### src/spt_pkg.sv
// Shared constants and types for the stride prefetch table.
package spt_pkg;

  localparam int ENTRIES     = 16;
  localparam int ADDR_WIDTH  = 32;
  localparam int TAG_W       = 32;
  localparam int IN_ADDR_W   = 32;
  localparam int OP_W        = 2;
  localparam int INDEX_W     = 5;
  localparam int STATE_W     = 2;
  localparam int IDX_W       = (ENTRIES > 1) ? $clog2(ENTRIES) : 1;
  localparam int CNT_W       = $clog2(ENTRIES + 1);
  localparam int QUEUE_DEPTH = 2;
  localparam int QPTR_W      = (QUEUE_DEPTH > 1) ? $clog2(QUEUE_DEPTH) : 1;
  localparam int QCNT_W      = $clog2(QUEUE_DEPTH + 1);

  typedef enum logic [OP_W-1:0] {
    OP_ALLOC  = 2'd0,
    OP_TRAIN  = 2'd1,
    OP_SEARCH = 2'd2,
    OP_NONE   = 2'd3
  } op_t;

  typedef enum logic [STATE_W-1:0] {
    ST_INVALID  = 2'd0,
    ST_TRAINING = 2'd1,
    ST_ACTIVE   = 2'd2
  } status_t;

  // One classified item on its way from the front to the back.
  typedef struct packed {
    op_t                   op;
    logic                  hit;
    logic [IDX_W-1:0]      idx;
    logic [TAG_W-1:0]      pc;
    logic [ADDR_WIDTH-1:0] address;
  } item_t;

endpackage

### src/spt_ifs.sv
// Handshake channels for request and response beats of the stride prefetch table.
interface spt_req_if;
  logic                         valid;
  logic                         ready;
  logic [spt_pkg::OP_W-1:0]      op;
  logic [spt_pkg::TAG_W-1:0]     pc;
  logic [spt_pkg::IN_ADDR_W-1:0] address;

  modport source (output valid, output op, output pc, output address, input ready);
  modport sink   (input valid, input op, input pc, input address, output ready);
endinterface

interface spt_rsp_if;
  logic                        valid;
  logic                        ready;
  logic                        hit;
  logic [spt_pkg::INDEX_W-1:0] entry_index;
  logic [spt_pkg::STATE_W-1:0] entry_state;
  logic                        allocated;

  modport source (output valid, output hit, output entry_index, output entry_state,
                  output allocated, input ready);
  modport sink   (input valid, input hit, input entry_index, input entry_state,
                  input allocated, output ready);
endinterface

### src/spt_front.sv
// Front end: accepts request beats and classifies them against the tag array.
module spt_front (
  input  logic                    clk,
  input  logic                    rst,
  spt_req_if.sink                 request,
  input  logic [spt_pkg::TAG_W-1:0] tags [spt_pkg::ENTRIES],
  input  spt_pkg::status_t        status [spt_pkg::ENTRIES],
  input  logic                    done,
  output logic                    push_valid,
  input  logic                    push_ready,
  output spt_pkg::item_t          push_item
);

  logic busy;
  logic accept;
  spt_pkg::op_t op;
  logic [spt_pkg::ENTRIES-1:0] match_mask;
  logic [spt_pkg::ENTRIES-1:0] inv_mask;
  logic [spt_pkg::ENTRIES-1:0] tr_mask;
  logic match_found;
  logic inv_found;
  logic tr_found;
  logic [spt_pkg::IDX_W-1:0] match_idx;
  logic [spt_pkg::IDX_W-1:0] inv_idx;
  logic [spt_pkg::IDX_W-1:0] tr_idx;

  // One item is in flight until the back has updated the table for it.
  assign request.ready = !busy && push_ready;
  assign accept        = request.valid && request.ready;
  assign op            = spt_pkg::op_t'(request.op);

  always_comb begin
    for (int i = 0; i < spt_pkg::ENTRIES; i++) begin
      inv_mask[i] = (status[i] == spt_pkg::ST_INVALID);
      tr_mask[i]  = (status[i] == spt_pkg::ST_TRAINING);
      case (op)
        spt_pkg::OP_ALLOC:  match_mask[i] = (tags[i] == request.pc) &&
                                            (status[i] != spt_pkg::ST_INVALID);
        spt_pkg::OP_TRAIN:  match_mask[i] = (tags[i] == request.pc);
        spt_pkg::OP_SEARCH: match_mask[i] = (tags[i] == request.pc) &&
                                            (status[i] == spt_pkg::ST_ACTIVE);
        default:            match_mask[i] = 1'b0;
      endcase
    end
  end

  // Priority encoders: the lowest set bit wins.
  always_comb begin
    match_found = 1'b0;
    inv_found   = 1'b0;
    tr_found    = 1'b0;
    match_idx   = '0;
    inv_idx     = '0;
    tr_idx      = '0;
    for (int i = spt_pkg::ENTRIES - 1; i >= 0; i--) begin
      if (match_mask[i]) begin
        match_found = 1'b1;
        match_idx   = spt_pkg::IDX_W'(i);
      end
      if (inv_mask[i]) begin
        inv_found = 1'b1;
        inv_idx   = spt_pkg::IDX_W'(i);
      end
      if (tr_mask[i]) begin
        tr_found = 1'b1;
        tr_idx   = spt_pkg::IDX_W'(i);
      end
    end
  end

  always_comb begin
    push_valid        = accept;
    push_item.op      = op;
    push_item.pc      = request.pc;
    push_item.address = spt_pkg::ADDR_WIDTH'(request.address);
    push_item.hit     = match_found;
    if (match_found) begin
      push_item.idx = match_idx;
    end else if (op == spt_pkg::OP_ALLOC && inv_found) begin
      push_item.idx = inv_idx;
    end else if (op == spt_pkg::OP_ALLOC && tr_found) begin
      push_item.idx = tr_idx;
    end else begin
      push_item.idx = '0;
    end
  end

  always_ff @(posedge clk) begin
    if (rst) begin
      busy <= 1'b0;
    end else if (accept) begin
      busy <= 1'b1;
    end else if (done) begin
      busy <= 1'b0;
    end
  end

endmodule

### src/spt_queue.sv
// Short queue of classified items between the front and the back.
module spt_queue (
  input  logic           clk,
  input  logic           rst,
  input  logic           push_valid,
  output logic           push_ready,
  input  spt_pkg::item_t push_item,
  output logic           pop_valid,
  input  logic           pop_ready,
  output spt_pkg::item_t pop_item
);

  spt_pkg::item_t slots [spt_pkg::QUEUE_DEPTH];
  logic [spt_pkg::QPTR_W-1:0] wr_ptr;
  logic [spt_pkg::QPTR_W-1:0] rd_ptr;
  logic [spt_pkg::QCNT_W-1:0] count;
  logic do_push;
  logic do_pop;

  assign push_ready = (count != spt_pkg::QCNT_W'(spt_pkg::QUEUE_DEPTH));
  assign pop_valid  = (count != '0);
  assign pop_item   = slots[rd_ptr];
  assign do_push    = push_valid && push_ready;
  assign do_pop     = pop_valid && pop_ready;

  always_ff @(posedge clk) begin
    if (do_push) begin
      slots[wr_ptr] <= push_item;
    end
  end

  always_ff @(posedge clk) begin
    if (rst) begin
      wr_ptr <= '0;
      rd_ptr <= '0;
      count  <= '0;
    end else begin
      if (do_push) begin
        wr_ptr <= (wr_ptr == spt_pkg::QPTR_W'(spt_pkg::QUEUE_DEPTH - 1)) ? '0 : wr_ptr + 1'b1;
      end
      if (do_pop) begin
        rd_ptr <= (rd_ptr == spt_pkg::QPTR_W'(spt_pkg::QUEUE_DEPTH - 1)) ? '0 : rd_ptr + 1'b1;
      end
      if (do_push && !do_pop) begin
        count <= count + 1'b1;
      end else if (do_pop && !do_push) begin
        count <= count - 1'b1;
      end
    end
  end

endmodule

### src/spt_back.sv
// Back end: holds the table, performs the read-modify-write and drives the response.
module spt_back (
  input  logic                      clk,
  input  logic                      rst,
  input  logic                      pop_valid,
  output logic                      pop_ready,
  input  spt_pkg::item_t            pop_item,
  spt_rsp_if.source                 response,
  output logic [spt_pkg::TAG_W-1:0] tags [spt_pkg::ENTRIES],
  output spt_pkg::status_t          status [spt_pkg::ENTRIES],
  output logic                      done
);

  logic [spt_pkg::ADDR_WIDTH-1:0] last_addr [spt_pkg::ENTRIES];
  logic [spt_pkg::ADDR_WIDTH-1:0] stride [spt_pkg::ENTRIES];

  logic                           rsp_valid;
  logic                           rsp_hit;
  logic [spt_pkg::INDEX_W-1:0]    rsp_index;
  spt_pkg::status_t               rsp_state;
  logic                           rsp_alloc;

  logic                           hit_next;
  logic [spt_pkg::CNT_W-1:0]      index_next;
  spt_pkg::status_t               state_next;
  logic                           alloc_next;

  spt_pkg::status_t               cur_st;
  logic [spt_pkg::ADDR_WIDTH-1:0] cur_last;
  logic [spt_pkg::ADDR_WIDTH-1:0] cur_stride;
  logic [spt_pkg::ADDR_WIDTH-1:0] diff;
  logic                           same_stride;
  logic                           ent_wr;
  logic [spt_pkg::TAG_W-1:0]      new_tag;
  logic [spt_pkg::ADDR_WIDTH-1:0] new_last;
  logic [spt_pkg::ADDR_WIDTH-1:0] new_stride;
  spt_pkg::status_t               new_st;

  // The result register frees the queue as soon as the receiver takes its beat.
  assign pop_ready = !rsp_valid || response.ready;
  assign done      = pop_valid && pop_ready;

  assign cur_st      = status[pop_item.idx];
  assign cur_last    = last_addr[pop_item.idx];
  assign cur_stride  = stride[pop_item.idx];
  assign diff        = pop_item.address - cur_last;
  assign same_stride = (diff == cur_stride);

  always_comb begin
    hit_next   = 1'b0;
    index_next = spt_pkg::CNT_W'(spt_pkg::ENTRIES);
    state_next = spt_pkg::ST_INVALID;
    alloc_next = 1'b0;
    ent_wr     = 1'b0;
    new_tag    = tags[pop_item.idx];
    new_last   = cur_last;
    new_stride = cur_stride;
    new_st     = cur_st;
    case (pop_item.op)
      spt_pkg::OP_ALLOC: begin
        index_next = spt_pkg::CNT_W'(pop_item.idx);
        if (pop_item.hit) begin
          hit_next   = 1'b1;
          state_next = cur_st;
        end else begin
          ent_wr     = 1'b1;
          new_tag    = pop_item.pc;
          new_last   = pop_item.address;
          new_stride = '0;
          new_st     = spt_pkg::ST_TRAINING;
          state_next = spt_pkg::ST_TRAINING;
          alloc_next = 1'b1;
        end
      end
      spt_pkg::OP_TRAIN: begin
        if (pop_item.hit) begin
          hit_next   = 1'b1;
          index_next = spt_pkg::CNT_W'(pop_item.idx);
          if (cur_st != spt_pkg::ST_INVALID) begin
            ent_wr = 1'b1;
            if (same_stride) begin
              new_st   = spt_pkg::ST_ACTIVE;
              new_last = pop_item.address;
            end else if (cur_st == spt_pkg::ST_TRAINING) begin
              new_last   = pop_item.address;
              new_stride = diff;
            end else begin
              new_st = spt_pkg::ST_INVALID;
            end
          end
          state_next = new_st;
        end
      end
      spt_pkg::OP_SEARCH: begin
        if (pop_item.hit) begin
          hit_next   = 1'b1;
          index_next = spt_pkg::CNT_W'(pop_item.idx);
          state_next = spt_pkg::ST_ACTIVE;
        end
      end
      default: begin
        hit_next = 1'b0;
      end
    endcase
  end

  always_ff @(posedge clk) begin
    if (rst) begin
      rsp_valid <= 1'b0;
      for (int i = 0; i < spt_pkg::ENTRIES; i++) begin
        tags[i]   <= '0;
        status[i] <= spt_pkg::ST_INVALID;
      end
    end else begin
      if (done) begin
        rsp_valid <= 1'b1;
      end else if (response.ready) begin
        rsp_valid <= 1'b0;
      end
      if (done && ent_wr) begin
        tags[pop_item.idx]   <= new_tag;
        status[pop_item.idx] <= new_st;
      end
    end
  end

  // Address and stride are only read for live entries, which allocation always writes.
  always_ff @(posedge clk) begin
    if (done && ent_wr) begin
      last_addr[pop_item.idx] <= new_last;
      stride[pop_item.idx]    <= new_stride;
    end
    if (done) begin
      rsp_hit   <= hit_next;
      rsp_index <= spt_pkg::INDEX_W'(index_next);
      rsp_state <= state_next;
      rsp_alloc <= alloc_next;
    end
  end

  assign response.valid       = rsp_valid;
  assign response.hit         = rsp_hit;
  assign response.entry_index = rsp_index;
  assign response.entry_state = rsp_state;
  assign response.allocated   = rsp_alloc;

endmodule

### src/stride_prefetch_table.sv
// Stride prefetch table: request beats (allocate, train, search) in, one response beat out each.
// The request channel carries op, pc and address; a beat is taken when valid and ready
// are both high. Every request produces exactly one response beat carrying hit,
// entry_index, entry_state and allocated, in request order.
// The front end compares pc against all tags in the cycle it takes the beat and
// queues the classified item; the back end pops it, reads the chosen entry, updates it
// and loads the response register, so a response passes the queue slot and then the
// response register. The front does not take a new request while one is in flight:
// it holds ready low until the back has written the table for that item, since
// the next classification must see that update.
// When the receiver stalls, the response register holds its beat; the front may still
// take one further request, which waits in the queue until the register frees, and
// ready then stays low.
// A synchronous reset on rst marks every entry invalid, clears all tags, empties the
// queue and drops the response valid; requests are accepted in the cycle after reset.
module stride_prefetch_table (
  input  logic      clk,
  input  logic      rst,
  spt_req_if.sink   request,
  spt_rsp_if.source response
);

  logic [spt_pkg::TAG_W-1:0] tags [spt_pkg::ENTRIES];
  spt_pkg::status_t          status [spt_pkg::ENTRIES];
  logic                      done;
  logic                      push_valid;
  logic                      push_ready;
  spt_pkg::item_t            push_item;
  logic                      pop_valid;
  logic                      pop_ready;
  spt_pkg::item_t            pop_item;

  spt_front u_front (
    .clk        (clk),
    .rst        (rst),
    .request    (request),
    .tags       (tags),
    .status     (status),
    .done       (done),
    .push_valid (push_valid),
    .push_ready (push_ready),
    .push_item  (push_item)
  );

  spt_queue u_queue (
    .clk        (clk),
    .rst        (rst),
    .push_valid (push_valid),
    .push_ready (push_ready),
    .push_item  (push_item),
    .pop_valid  (pop_valid),
    .pop_ready  (pop_ready),
    .pop_item   (pop_item)
  );

  spt_back u_back (
    .clk       (clk),
    .rst       (rst),
    .pop_valid (pop_valid),
    .pop_ready (pop_ready),
    .pop_item  (pop_item),
    .response  (response),
    .tags      (tags),
    .status    (status),
    .done      (done)
  );

  // A new beat is never classified while an older item still waits in the queue.
  a_no_stale_classify: assert property (@(posedge clk) disable iff (rst)
    (request.valid && request.ready) |-> !pop_valid)
    else $error("request accepted while an item is still queued");

  // Completing an item always leaves a response beat pending.
  a_done_gives_beat: assert property (@(posedge clk) disable iff (rst)
    done |=> response.valid)
    else $error("table update without a response beat");

  // Reset drops any pending response.
  a_reset_clears: assert property (@(posedge clk)
    rst |=> !response.valid)
    else $error("response valid after reset");

  // An allocation that wrote a fresh entry always reports it as training.
  a_alloc_training: assert property (@(posedge clk) disable iff (rst)
    (response.valid && response.allocated) |->
      (response.entry_state == spt_pkg::ST_TRAINING && !response.hit))
    else $error("allocated beat with wrong status");

endmodule

### src/flat_wrapper.sv
// flat-port wrapper written by rule: the top's interface ports become plain ports
module stride_prefetch_table_flat 
  (clk, rst, request_valid, request_op, request_pc, request_address, request_ready, response_valid, response_hit, response_entry_index, response_entry_state, response_allocated, response_ready);
  spt_req_if request_i ();
  spt_rsp_if response_i ();
  input  logic clk;
  input  logic rst;
  input wire logic [$bits(request_i.valid)-1:0] request_valid;
  input wire logic [$bits(request_i.op)-1:0] request_op;
  input wire logic [$bits(request_i.pc)-1:0] request_pc;
  input wire logic [$bits(request_i.address)-1:0] request_address;
  output wire logic [$bits(request_i.ready)-1:0] request_ready;
  output wire logic [$bits(response_i.valid)-1:0] response_valid;
  output wire logic [$bits(response_i.hit)-1:0] response_hit;
  output wire logic [$bits(response_i.entry_index)-1:0] response_entry_index;
  output wire logic [$bits(response_i.entry_state)-1:0] response_entry_state;
  output wire logic [$bits(response_i.allocated)-1:0] response_allocated;
  input wire logic [$bits(response_i.ready)-1:0] response_ready;
  assign request_i.valid = request_valid;
  assign request_i.op = request_op;
  assign request_i.pc = request_pc;
  assign request_i.address = request_address;
  assign request_ready = request_i.ready;
  assign response_valid = response_i.valid;
  assign response_hit = response_i.hit;
  assign response_entry_index = response_i.entry_index;
  assign response_entry_state = response_i.entry_state;
  assign response_allocated = response_i.allocated;
  assign response_i.ready = response_ready;
  stride_prefetch_table u_core (.clk(clk), .rst(rst), .request(request_i), .response(response_i));
endmodule
### config.mk
export PLATFORM = sky130hd
export DESIGN_NAME = stride_prefetch_table_flat
export DESIGN_NICKNAME = d
export VERILOG_FILES = /design/src/spt_pkg.sv /design/src/spt_ifs.sv /design/src/spt_front.sv /design/src/spt_queue.sv /design/src/spt_back.sv /design/src/stride_prefetch_table.sv /design/src/flat_wrapper.sv
export SDC_FILE = /design/constraint.sdc
export NUM_CORES = 2
export LEC_CHECK = 0
export BUFFER_PORTS_ARGS = -buffer_cell sky130_fd_sc_hd__buf_4
export CORE_MARGIN = 2
export CORE_UTILIZATION = 25
export DETAILED_ROUTE_END_ITERATION = 16
export PLACE_DENSITY = 0.42
export SETUP_SLACK_MARGIN = 0.2
export SLEW_MARGIN = 20
export SYNTH_ARGS = -nofsm -noshare
export SYNTH_HDL_FRONTEND = slang
export SYNTH_SLANG_ARGS = --single-unit
### constraint.sdc
create_clock -name clk -period 10.8 [get_ports clk]
set_input_delay 3.24 -clock clk [delete_from_list [all_inputs] [get_ports clk]]
set_output_delay 3.24 -clock clk [all_outputs]
set_load 0.01 [all_outputs]
==> flow_summary_export.csv <==
group,metric,value,unit
worst_hold_path,holdCritStartpoint,"u_core.u_front.busy",
global_routing,grt_pass1_vias,55800,
critical_path,crit_type,"reg2reg",
global_routing,grt_first_pass_wirelength,459,mm
timing,finalHoldViolations,0,
route,drt-initial-drc-count,5991,
cells_and_area,final_common_cell,"nand2_1",
yosys,synth_edf_count,1175,
floorplanning,rows,207,
critical_path,setup.worst_path.start_class,"register",
yosys,synth_top_area_share,44.1,%
timing,drv_slew,0,
yosys,synth_top_flop_cell,"edfxtp_1",
cells_and_area,drive_gt1_share,15.4,%
yosys,yosys.area.top_type,"edfxtp_1",
cts,cts_buffers,203,
cts,clkSlewWorstSetupHoldPaths,0.06,ns
floorplanning,start_util,25.1,%
critical_path,reg2regPathDepth,22,
cts,cts_sinks,1726,
timing,period_needed,9.66,ns
pwr,p_comb_share,39.6,%
cells_and_area,final_cell_mix,"nand2_1, edfxtp_1, a21oi_1, dfxtp_1, xor2_1",
floorplanning,core-area,318000,sq um
cts,hold_buffers,0,
route,dr_wl_met2,155,mm
placed_design,port_buffers,80,
floorplanning,fp.dieW,570,um
yosys,ys_seq_elements,1726,
floorplanning,io_pins,81,
route,vias_per_cell,5.22,
route,ant_nets,0,
route,drc_errors,0,
global_routing,antenna_found_initial,18,
critical_path,cp.arrival,10.23,ns
route,route.met3.wl,20.6,mm
worst_hold_path,holdPathStages,2,
pwr,p_int,15.5,mW
pwr,switchingPower,10.0,mW
yosys,synth_cell_type_count,104,
global_routing,grt_max_degree,108,
critical_path,r2r-end,"u_core.u_back.stride[11][24]",
worst_hold_path,worstHoldPathType,"reg2reg",
critical_path,cp-end-kind,"register",
critical_path,r2r_setup_slack,1.14,ns
yosys,yosys-top-cells-area,"edfxtp_1, dfxtp_1, mux4_2, nand2_1, xor2_1",
route,wire_per_inst,30.5,um
cts,root_buffer,"clkbuf_16",
timing,rsz0062_at_grt,"false",
pwr,p_seq_share,33.9,%
cells_and_area,fin_nets,6648,
pwr,report.power.total,25.5,mW
floorplanning,die_h,570,um
floorplanning,design.die.area,325000,sq um
cts,cts_max_path_buffers,4,
cts,htreeDepth,4,
pwr,power_density,276,nW/um^2
cts,post-cts-setup-buffers,0,
global_routing,grt_overflow,0,
pwr,clock_power_share,26.5,%
critical_path,crit_required,11.37,ns
yosys,synthCells,6578,
timing,tns,0,ns
worst_hold_path,hold_path_end,"u_core.u_front.busy",
cts,ctsResizeCount,0,
pwr,swShare,39.3,%
cells_and_area,area_growth,15.3,%
yosys,seq_area_frac_synth,57.9,%
critical_path,cp_max_fo,48,
flow_run,cap_viol_max_count,0,
route,top_layer,"met5",
timing,finalSetupViolCount,0,
route,vias,56900,
route,dr.pass1.iters,6,
route,finalWirelength,332,mm
timing,max_freq,104,MHz
yosys,avgSynthCellArea,12.2,sq um
global_routing,grt_use_total,19.9,%
pwr,p_leak,30.0,nW
status,outcome,"finished clean",
route,wl_met1,142,mm
yosys,yosys_warnings,0,
yosys,syn-num-nets,6674,
timing,tightest_slew,1.30,ns
timing,timing.slew.headroom,12.7,%
yosys,netlist_area,80000,sq um
pwr,ir_drop,0.206,mV
timing,skew,0.0957,ns
cts,clk_latency,0.90,ns
cts,cts_tree,"done",
timing,period_share,89.4,%
yosys,synth-async-reset-ratio,0,%
placed_design,dp_hpwl,207,mm
placed_design,gp_congestion,0.924,
[synth_stat cells (all sizes together), types with 11 or more instances]
cell,instances
a21oi,607
a31o,11
o2111ai,19
nor2,97
nand3b,16
or2,20
o21ai,118
and2,12
a31oi,44
buf,179
nor4,137
dfxtp,551
mux2i,31
a221o,11
a21o,23
nor3,47
a211oi,44
mux4,316
o21a,204
and3,12
or3,15
a221oi,20
nand2b,25
nor2b,44
inv,51
xor2,451
a22o,25
ha,25
a311o,17
nand2,1236
o211ai,17
xnor2,136
o22ai,11
o311ai,18
mux2,27
a22oi,124
clkbuf,319
nand4,66
a2111oi,15
nand3,85
o41ai,57
edfxtp,1175
[final cells by class]
| class | instances | area [sq um] |
|---|---|---|
| diodes | 5 | 12.5 |
| clock buffers | 271 | 5530 |
| clock inverters | 97 | 843 |
| fillers | 32200 | 226000 |
| inverters | 51 | 272 |
| multi-input cells | 4303 | 31800 |
| flip-flops and latches | 1726 | 46300 |
| well taps | 4180 | 5230 |
| repair buffers | 267 | 2240 |
[layer usage]
| metal | track usage (%) | up-vias |
|---|---|---|
| li1 | - | 24500 |
| met1 | 26.8 | 29600 |
| met2 | 32.1 | 2220 |
| met3 | 2.96 | 526 |
| met4 | 7.57 | 6 |
| met5 | 0 | - |
[state kept, by name, indices dropped and copies added, names as in the netlist, named ones only]
signal                              flops
u_core.u_back.last_addr               512
u_core.u_back.response.allocated        1
u_core.u_back.response.entry_index      5
u_core.u_back.response.entry_state      2
u_core.u_back.response.hit              1
u_core.u_back.response.valid            1
u_core.u_back.status                   32
u_core.u_back.stride                  512
u_core.u_back.tags                    512
u_core.u_front.busy                     1
u_core.u_queue.count                    2
u_core.u_queue.rd_ptr                   1
u_core.u_queue.slots                  142
u_core.u_queue.wr_ptr                   1
[worst max path at each step]
stage                                   end  slack, ns  cells past startpoint      from
3_5_place_dp   u_core.u_back.stride[15][29]       1.32                     22  register
5_1_grt        u_core.u_back.stride[12][29]       0.69                     22  register
3_3_place_gp   u_core.u_back.stride[15][29]       1.24                     23  register
2_1_floorplan   u_core.u_back.stride[0][26]       0.86                     37  register
4_1_cts         u_core.u_back.stride[8][21]       1.22                     21  register
6_report       u_core.u_back.stride[11][24]       1.14                     22  register
[metrics by stage]
| stage | instances | util, % | hold WS [ns] | cell area (sq um) | worst slack (ns) |
|---|---|---|---|---|---|
| 2_1_floorplan | 6578 | - | 0.436 | 80000 | 0.859 |
| 3_3_place_gp | 10500 | 26.9 | 0.444 | 85700 | 1.24 |
| 3_5_place_dp | 10500 | 26.9 | 0.451 | 85800 | 1.32 |
| 4_1_cts | 10900 | 28.9 | 0.466 | 92100 | 1.22 |
| 5_1_grt | 10900 | 29.0 | 0.496 | 92200 | 0.692 |
| 6_report | 10900 | 29.0 | 0.465 | 92200 | 1.14 |
[cells by family after synthesis]
group	after synthesis	synth area share, %
AND/OR/NAND/NOR	1851	10.3
flip-flops	1726	57.9
AO/OA/AOI/OAI	1456	11.9
XOR/XNOR	594	6.66
buffers and inverters	549	3.14
multiplexers	374	9.67
adder cells (fa/ha/maj)	28	0.441
[power groups by stage]
stage	clock network (mW)	registers [mW]	logic, mW
after floorplan	0	8.73	6.02
after global placement	0	8.78	9.94
after detailed placement	0	8.79	9.98
after CTS	6.89	8.65	10.0
after global routing	7.13	8.67	10.7
final	6.76	8.65	10.1
[critical path: stages (launching register included)]
cell and delay (ns):
dfxtp_4 0.82, mux2i_4 0.76, buf_4 0.74, mux4_2 0.41, a22o_1 0.25, a221oi_1 0.58, ha_1 0.52, nand2_1 0.17
nor2_1 0.40, nand3_1 0.13, mux2i_1 0.29, a31oi_1 0.24, nand2_1 0.13, o211ai_1 0.09, or4_1 0.56, or4_1 0.45
nor4_1 0.29, nand4_1 0.26, o41a_1 0.47, buf_4 0.26, nand2_1 0.57, buf_4 0.33, a311o_1 0.55
Power figures use the tool's default switching activity.
